`src/rtl/core/plm_pkg.sv`:
```
// Shared constants, types and command codes of the point light map accumulator.
// No dependencies; plm_ctrl, plm_datapath and the top level refer to it by scoped names.
`timescale 1ns / 1ps

package plm_pkg;

   localparam int MAP_SIDE   = 32;
   localparam int MAX_LIGHTS = 16;

   localparam int TILE_W   = (MAP_SIDE > 1) ? $clog2(MAP_SIDE) : 1;
   localparam int MAP_DEPTH = MAP_SIDE * MAP_SIDE;
   localparam int ADDR_W   = (MAP_DEPTH > 1) ? $clog2(MAP_DEPTH) : 1;
   localparam int LIGHT_W  = (MAX_LIGHTS > 1) ? $clog2(MAX_LIGHTS) : 1;
   localparam int CNT_W    = $clog2(MAX_LIGHTS + 1);

   // datapath widths
   localparam int DX_W     = 18;
   localparam int SQ_W     = 34;
   localparam int ROOT_W   = SQ_W / 2;
   localparam int SR_W     = ROOT_W + 2;
   localparam int Q_W      = 17;
   localparam int K_W      = 25;
   localparam int ACC_W    = 40;
   localparam int SQRT_STEPS = ROOT_W;
   localparam int DIV_STEPS  = 16;
   localparam int ITER_W   = $clog2(SQRT_STEPS + 1);

   // request kinds
   localparam logic [1:0] KIND_ADD     = 2'd0;
   localparam logic [1:0] KIND_REMOVE  = 2'd1;
   localparam logic [1:0] KIND_COMPUTE = 2'd2;
   localparam logic [1:0] KIND_READ    = 2'd3;

   // datapath operations
   localparam int OP_W = 5;
   localparam logic [OP_W-1:0] OP_NONE      = 5'd0;
   localparam logic [OP_W-1:0] OP_CLEAR     = 5'd1;
   localparam logic [OP_W-1:0] OP_ADD       = 5'd2;
   localparam logic [OP_W-1:0] OP_REMOVE    = 5'd3;
   localparam logic [OP_W-1:0] OP_READ      = 5'd4;
   localparam logic [OP_W-1:0] OP_READ_CAP  = 5'd5;
   localparam logic [OP_W-1:0] OP_ACC_CLR   = 5'd6;
   localparam logic [OP_W-1:0] OP_LOAD      = 5'd7;
   localparam logic [OP_W-1:0] OP_SQX       = 5'd8;
   localparam logic [OP_W-1:0] OP_SQY       = 5'd9;
   localparam logic [OP_W-1:0] OP_SQRT_STEP = 5'd10;
   localparam logic [OP_W-1:0] OP_DIV_INIT  = 5'd11;
   localparam logic [OP_W-1:0] OP_DIV_STEP  = 5'd12;
   localparam logic [OP_W-1:0] OP_F2        = 5'd13;
   localparam logic [OP_W-1:0] OP_K         = 5'd14;
   localparam logic [OP_W-1:0] OP_ACC       = 5'd15;
   localparam logic [OP_W-1:0] OP_STORE     = 5'd16;
   localparam logic [OP_W-1:0] OP_RSP       = 5'd17;

   typedef struct packed {
      logic [1:0]         kind;
      logic signed [15:0] src_x;
      logic signed [15:0] src_y;
      logic [15:0]        src_radius;
      logic [7:0]         src_intensity;
      logic [7:0]         src_red;
      logic [7:0]         src_green;
      logic [7:0]         src_blue;
      logic [3:0]         slot;
      logic signed [7:0]  tile_x;
      logic signed [7:0]  tile_y;
   } req_type;

   typedef struct packed {
      logic       status;
      logic [3:0] slot_index;
      logic [7:0] light_red;
      logic [7:0] light_green;
      logic [7:0] light_blue;
   } rsp_type;

   typedef struct packed {
      logic                latch;
      logic [OP_W-1:0]     op;
      logic [TILE_W-1:0]   tx;
      logic [TILE_W-1:0]   ty;
      logic [LIGHT_W-1:0]  light;
      logic [ADDR_W-1:0]   clr_addr;
   } cmd_type;

   typedef struct packed {
      logic [1:0]       kind;
      logic [CNT_W-1:0] light_count;
      logic             hit;
      logic             rsp_free;
   } status_type;

endpackage

```
`src/rtl/core/plm_ctrl.sv`:
```
// Sequencer of the light map accumulator: clear pass, command dispatch, tile/light loops.
// Depends on plm_pkg; drives plm_datapath through cmd_type and reads status_type.
`timescale 1ns / 1ps

module plm_ctrl (
   input  logic                clock,
   input  logic                reset,
   input  logic                req_valid,
   output logic                req_ready,
   input  plm_pkg::status_type status,
   output plm_pkg::cmd_type    cmd
);

   localparam logic [4:0] ST_CLEAR = 5'd0;
   localparam logic [4:0] ST_IDLE  = 5'd1;
   localparam logic [4:0] ST_EXEC  = 5'd2;
   localparam logic [4:0] ST_RDCAP = 5'd3;
   localparam logic [4:0] ST_TILE  = 5'd4;
   localparam logic [4:0] ST_LOAD  = 5'd5;
   localparam logic [4:0] ST_SQX   = 5'd6;
   localparam logic [4:0] ST_SQY   = 5'd7;
   localparam logic [4:0] ST_SQRT  = 5'd8;
   localparam logic [4:0] ST_CHECK = 5'd9;
   localparam logic [4:0] ST_DIV   = 5'd10;
   localparam logic [4:0] ST_F2    = 5'd11;
   localparam logic [4:0] ST_K     = 5'd12;
   localparam logic [4:0] ST_ACC   = 5'd13;
   localparam logic [4:0] ST_STORE = 5'd14;
   localparam logic [4:0] ST_RESP  = 5'd15;

   localparam logic [plm_pkg::TILE_W-1:0] TILE_LAST = plm_pkg::TILE_W'(plm_pkg::MAP_SIDE - 1);
   localparam logic [plm_pkg::ADDR_W-1:0] ADDR_LAST =
      plm_pkg::ADDR_W'(plm_pkg::MAP_DEPTH - 1);

   logic [4:0]                   state_ff, state_in;
   logic [plm_pkg::TILE_W-1:0]   tx_ff, tx_in, ty_ff, ty_in;
   logic [plm_pkg::LIGHT_W-1:0]  li_ff, li_in;
   logic [plm_pkg::ITER_W-1:0]   it_ff, it_in;
   logic [plm_pkg::ADDR_W-1:0]   clr_ff, clr_in;
   logic                         light_last;
   logic                         tile_last;

   assign light_last = (plm_pkg::CNT_W'(li_ff) + 1'b1) == status.light_count;
   assign tile_last  = (tx_ff == TILE_LAST) && (ty_ff == TILE_LAST);
   assign req_ready  = (state_ff == ST_IDLE);

   always_comb begin
      state_in = state_ff;
      tx_in    = tx_ff;
      ty_in    = ty_ff;
      li_in    = li_ff;
      it_in    = it_ff;
      clr_in   = clr_ff;
      cmd.latch    = req_valid && req_ready;
      cmd.op       = plm_pkg::OP_NONE;
      cmd.tx       = tx_ff;
      cmd.ty       = ty_ff;
      cmd.light    = li_ff;
      cmd.clr_addr = clr_ff;
      case (state_ff)
         ST_CLEAR: begin
            cmd.op = plm_pkg::OP_CLEAR;
            clr_in = clr_ff + 1'b1;
            if (clr_ff == ADDR_LAST) begin
               state_in = ST_IDLE;
            end
         end
         ST_IDLE: begin
            if (req_valid) begin
               state_in = ST_EXEC;
            end
         end
         ST_EXEC: begin
            case (status.kind)
               plm_pkg::KIND_ADD: begin
                  cmd.op   = plm_pkg::OP_ADD;
                  state_in = ST_RESP;
               end
               plm_pkg::KIND_REMOVE: begin
                  cmd.op   = plm_pkg::OP_REMOVE;
                  state_in = ST_RESP;
               end
               plm_pkg::KIND_READ: begin
                  cmd.op   = plm_pkg::OP_READ;
                  state_in = ST_RDCAP;
               end
               default: begin
                  tx_in    = '0;
                  ty_in    = '0;
                  state_in = ST_TILE;
               end
            endcase
         end
         ST_RDCAP: begin
            cmd.op   = plm_pkg::OP_READ_CAP;
            state_in = ST_RESP;
         end
         ST_TILE: begin
            cmd.op = plm_pkg::OP_ACC_CLR;
            li_in  = '0;
            state_in = (status.light_count == '0) ? ST_STORE : ST_LOAD;
         end
         ST_LOAD: begin
            cmd.op   = plm_pkg::OP_LOAD;
            state_in = ST_SQX;
         end
         ST_SQX: begin
            cmd.op   = plm_pkg::OP_SQX;
            state_in = ST_SQY;
         end
         ST_SQY: begin
            cmd.op   = plm_pkg::OP_SQY;
            it_in    = '0;
            state_in = ST_SQRT;
         end
         ST_SQRT: begin
            cmd.op = plm_pkg::OP_SQRT_STEP;
            it_in  = it_ff + 1'b1;
            if (it_ff == plm_pkg::ITER_W'(plm_pkg::SQRT_STEPS - 1)) begin
               state_in = ST_CHECK;
            end
         end
         ST_CHECK: begin
            it_in = '0;
            if (status.hit) begin
               cmd.op   = plm_pkg::OP_DIV_INIT;
               state_in = ST_DIV;
            end else if (light_last) begin
               state_in = ST_STORE;
            end else begin
               li_in    = li_ff + 1'b1;
               state_in = ST_LOAD;
            end
         end
         ST_DIV: begin
            cmd.op = plm_pkg::OP_DIV_STEP;
            it_in  = it_ff + 1'b1;
            if (it_ff == plm_pkg::ITER_W'(plm_pkg::DIV_STEPS - 1)) begin
               state_in = ST_F2;
            end
         end
         ST_F2: begin
            cmd.op   = plm_pkg::OP_F2;
            state_in = ST_K;
         end
         ST_K: begin
            cmd.op   = plm_pkg::OP_K;
            state_in = ST_ACC;
         end
         ST_ACC: begin
            cmd.op = plm_pkg::OP_ACC;
            if (light_last) begin
               state_in = ST_STORE;
            end else begin
               li_in    = li_ff + 1'b1;
               state_in = ST_LOAD;
            end
         end
         ST_STORE: begin
            cmd.op = plm_pkg::OP_STORE;
            if (tile_last) begin
               state_in = ST_RESP;
            end else begin
               state_in = ST_TILE;
               if (tx_ff == TILE_LAST) begin
                  tx_in = '0;
                  ty_in = ty_ff + 1'b1;
               end else begin
                  tx_in = tx_ff + 1'b1;
               end
            end
         end
         ST_RESP: begin
            // hold until the output register can take the beat
            if (status.rsp_free) begin
               cmd.op   = plm_pkg::OP_RSP;
               state_in = ST_IDLE;
            end
         end
         default: begin
            state_in = ST_IDLE;
         end
      endcase
   end

   always_ff @(posedge clock) begin
      if (reset) begin
         state_ff <= ST_CLEAR;
         clr_ff   <= '0;
         tx_ff    <= '0;
         ty_ff    <= '0;
         li_ff    <= '0;
         it_ff    <= '0;
      end else begin
         state_ff <= state_in;
         clr_ff   <= clr_in;
         tx_ff    <= tx_in;
         ty_ff    <= ty_in;
         li_ff    <= li_in;
         it_ff    <= it_in;
      end
   end

endmodule

```
`config.mk`:
```
export PLATFORM = sky130hd
export DESIGN_NAME = plm_ctrl
export DESIGN_NICKNAME = d
export VERILOG_FILES = /design/src/rtl/core/plm_pkg.sv /design/src/rtl/core/plm_ctrl.sv
export SDC_FILE = /design/constraint.sdc
export NUM_CORES = 1
export LEC_CHECK = 0
export BUFFER_PORTS_ARGS = -buffer_cell sky130_fd_sc_hd__buf_2
export CORE_ASPECT_RATIO = 0.6
export CORE_MARGIN = 2
export CORE_UTILIZATION = 39
export DETAILED_ROUTE_END_ITERATION = 8
export PLACE_DENSITY = 0.62
export SYNTH_ARGS = -nofsm -noshare
export SYNTH_HDL_FRONTEND = slang
export SYNTH_SLANG_ARGS = --single-unit
```
`constraint.sdc`:
```
create_clock -name clock -period 2.3 [get_ports clock]
set_input_delay 0.46 -clock clock [delete_from_list [all_inputs] [get_ports clock]]
set_output_delay 0.46 -clock clock [all_outputs]
set_load 0.02 [all_outputs]
```
==> summary.txt <==
Yosys
  – EDFF count, synth: 0
  – YS warnings: 0
  – Ys flop type: dfxtp_1
  – Syn avg cell area: slightly above 8 um^2
  – Gate count of the mapped netlist: about 260
  – Post-Syn Area: approximately 0.0021 mm^2
  – Register area share after synthesis: 30.77%
  – Yosys reg bits: 33
  – Syn Nets: roughly 280
  – Yosys top cell by area: dfxtp_1
  – Leading post-synthesis cells by cell area: dfxtp_1, nor2_1, xor2_1
  – Ys async rst share: 0%
  – Cell variety after synth: 64
  – Yosys top cell area share: 30.77%

Critical path
  – Setup crit end kind: primary output
  – Crit start category: flop
  – Capture point of the worst reg-to-reg path: li_ff[2]
  – Slowest stage delay, CP: between 400 and 500 ps
  – Most common cell on crit path: nor3_1
  – Reg2reg start: li_ff[1]
  – Critical Path AT: between 1500 and 2000 ps
  – Kind of critical path: reg2out
  – CP cell instances: buf_4 > inv_2 > nor3_1 > nor3_1 > buf_2
  – Critical path's slowest cell: dfxtp_1
  – R2r setup slk: approximately 240 ps
  – Max FO, Critical Path: 12
  – Worst reg-to-reg path cell count: 7
  – CP Data Required Time: 1840 ps

Placed design
  – Buffers added on ports: 42
  – Hpwl dp: between 3000 and 4000 um
  – Placer Congestion: around 0.82
  – DP Worst Slack: about 110 ps
  – # placed instances: between 300 and 400

STA
  – Final worst-path cycle share: between 90 and 100%
  – Slew headroom: between 60% and 70%
  – Fin. max-slew vios: 0
  – Final min period: approximately 2100 ps
  – Final Skew: 10.61 ps
  – Post-Route Setup TNS: 0 ps
  – RSZ-0062 raised after global routing: no
  – Fmax achieved: ~470 MHz
  – Final Hold Viols: 0
  – Worst-Margin Slew: roughly 550 ps
  – Fin worst setup slack: roughly 160 ps
  – Setup-violating endpoint count in the final report: 0

Finish
  – Layout cells sized above 1: about 25%
  – Non-Filler Instances: roughly 380
  – # diodes: 0
  – Layout Utilization: about half
  – Final #Nets: around 330
  – Area Overhead vs Synth: 20.16%

Floorplanning
  – Total core area: 0.005180 mm^2
  – Starting Density: 41.45%
  – Boundary Pins: 43
  – Row cnt: 20
  – Die H: between 60 and 70 um
  – Die X: about 100 um
  – DIE AREA: ~0.0061 mm^2

GRT
  – Overflow after GRT: 0
  – Total Routing Usage GR: 17.19%
  – Initial antenna violation count: 0
  – Largest net degree at the start of global routing: 27
  – First-pass GRT wire length: around 8300 um
  – Vias in the first global route: 1782

Clock network
  – Worst-Skew Late Latency: roughly 280 ps
  – CTS clk-pin slew, worst paths: roughly 70 ps
  – H-Tree Depth: 2
  – TritonCTS Buffers: 5
  – Clk sinks: 33
  – CTS tree: done
  – Clock root cell: clkbuf_8
  – CTS Hold Buffers Added: 0
  – Clock Path Buffers: 2

Routing
  – DRT iter0 DRCs: 84
  – Avg WL per Cell: between 10 and 15 um
  – Drc violations: 0
  – Routed vias/inst: ~5.3
  – Detailed-route via count: around 2000
  – DRT antenna net count: 0
  – Drt pass-1 iters: 4
  – Routed WL: 4935 um

Power
  – Psw: 254.6 uW
  – Total power: roughly 1200 uW
  – Power Dens Cells: between 400 and 500 mW/mm^2
  – Max VDD drop: between 0.2 and 0.25 mV
  – Int Pwr: approximately 960 uW
  – Sw Ratio: a little over a fifth
  – Gate power share: 5.8%
  – Pleak: around 0.0011 uW
  – Clk network pwr share: a little under half
  – Seq pwr share: 48.0%

Hold path
  – Worst Hold Launch: it_ff[3]
  – Hold Path End: it_ff[3]
  – Worst Hold Depth: 1
  – HP Class: reg2reg

Status
  – Status: completed

Run
  – Max_cap viols: 0
placed cells by master (no fill, tap or decap), types with 2 or more instances in the layout:
cell / synthesis / final
xnor2_1: 6 / 6
a21oi_1: 17 / 17
nand4_1: 6 / 6
inv_1: 7 / 7
ha_1: 9 / 8
nand2_1: 15 / 15
nor2_1: 37 / 37
buf_2: 2 / 42
a32o_1: 2 / 2
nand3_1: 10 / 10
and2b_1: 2 / 2
o21ai_0: 4 / 4
nand2b_1: 3 / 3
xor2_1: 14 / 14
a221o_1: 2 / 2
buf_4: 0 / 13
mux2i_1: 2 / 2
a211oi_1: 2 / 2
and3b_1: 2 / 2
and2_1: 2 / 2
a22o_1: 2 / 2
nor2b_1: 4 / 4
and3_1: 10 / 10
a31oi_1: 3 / 3
dfxtp_1: 33 / 33
o22ai_1: 2 / 2
nor4_1: 2 / 2
o21ai_1: 7 / 7
nor3_1: 10 / 10
clkbuf_8: 1 / 6
metrics by stage:
stage / hold WS (ps) / instance area (um^2)
after floorplan: 452.5 / 2147
after global placement: 487.2 / 2449
after detailed placement: 488.1 / 2449
after CTS: 507.3 / 2565
after global routing: 531.5 / 2580
final: 508.7 / 2580
area by class of cell:
cell class / instances / area (um^2)
Fill cell: 501 / 2600
Multi-Input combinational cell: 207 / 1383
Sequential cell: 33 / 660.6
Timing Repair Buffer: 55 / 307.8
Clock buffer: 7 / 86.33
Tap cell: 66 / 82.58
Clock inverter: 1 / 30.03
Inverter: 8 / 30.03
Yosys cell counts, types with 2 or more instances:
| cell | n |
|---|---|
| o22ai_1 | 2 |
| a32o_1 | 2 |
| a21oi_1 | 17 |
| ha_1 | 9 |
| o21ai_0 | 4 |
| nor3_1 | 10 |
| nor2_1 | 37 |
| clkbuf_1 | 10 |
| o21ai_1 | 7 |
| buf_2 | 2 |
| dfxtp_1 | 33 |
| a22o_1 | 2 |
| a31oi_1 | 3 |
| nand2_1 | 15 |
| nor4_1 | 2 |
| nand4_1 | 6 |
| and2b_1 | 2 |
| and3b_1 | 2 |
| inv_1 | 7 |
| mux2i_1 | 2 |
| a221o_1 | 2 |
| nand2b_1 | 3 |
| xnor2_1 | 6 |
| nor2b_1 | 4 |
| xor2_1 | 14 |
| and2_1 | 2 |
| a211oi_1 | 2 |
| and3_1 | 10 |
| nand3_1 | 10 |
power by group through the flow:
| stage | Combinational (uW) | Sequential [uW] | Clock (uW) |
|---|---|---|---|
| after floorplan | 39.8 | 599 | 0 |
| after global placement | 68.7 | 595 | 0 |
| final | 70.3 | 582 | 559 |
| after detailed placement | 69.9 | 595 | 0 |
| after global routing | 78.4 | 582 | 597 |
| after CTS | 70.0 | 582 | 579 |
worst max path at each step:
stage	startpoint	endpoint	cells past startpoint
floorplan	state_ff[1]	cmd[24]	5
global placement	status[4]	li_ff[3]	7
detailed placement	li_ff[1]	li_ff[2]	7
CTS	li_ff[1]	li_ff[2]	7
global route	state_ff[2]	cmd[24]	4
finish	state_ff[3]	cmd[24]	5
flip-flops by register name (all words and copies together), names as in the netlist:
| register | flops |
|---|---|
| state_ff | 4 |
| tx_ff | 5 |
| clr_ff | 10 |
| it_ff | 5 |
| li_ff | 4 |
| ty_ff | 5 |
worst max-delay path, delay by kind of cell (launching register included):
| kind | cells | cell delay [ps] |
|---|---|---|
| buffers and inverters | 3 | 490 |
| AND/OR/NAND/NOR | 2 | 420 |
| flip-flops | 1 | 480 |
per-layer routing:
metal	GRT usage, %	part of all wire (%)
met5	0	0
met3	4.313	6.1
met4	4.501	0.63
met1	25.74	55
met2	24.52	38
cell families after synthesis:
group,synth area share (%)
buf+inv,5.187
fa+ha+maj,5.245
simple gates,30.07
compound gates,19.12
flops,30.77
mux,1.457
xor+xnor,8.159
repair_timing:
action,in CTS,in global routing
hold endpoints to repair,0,0
buffers inserted,0,1
gates resized for setup,0,2
endpoints found under the setup margin,0,4
Note: power is estimated with default switching activity, not from simulation.
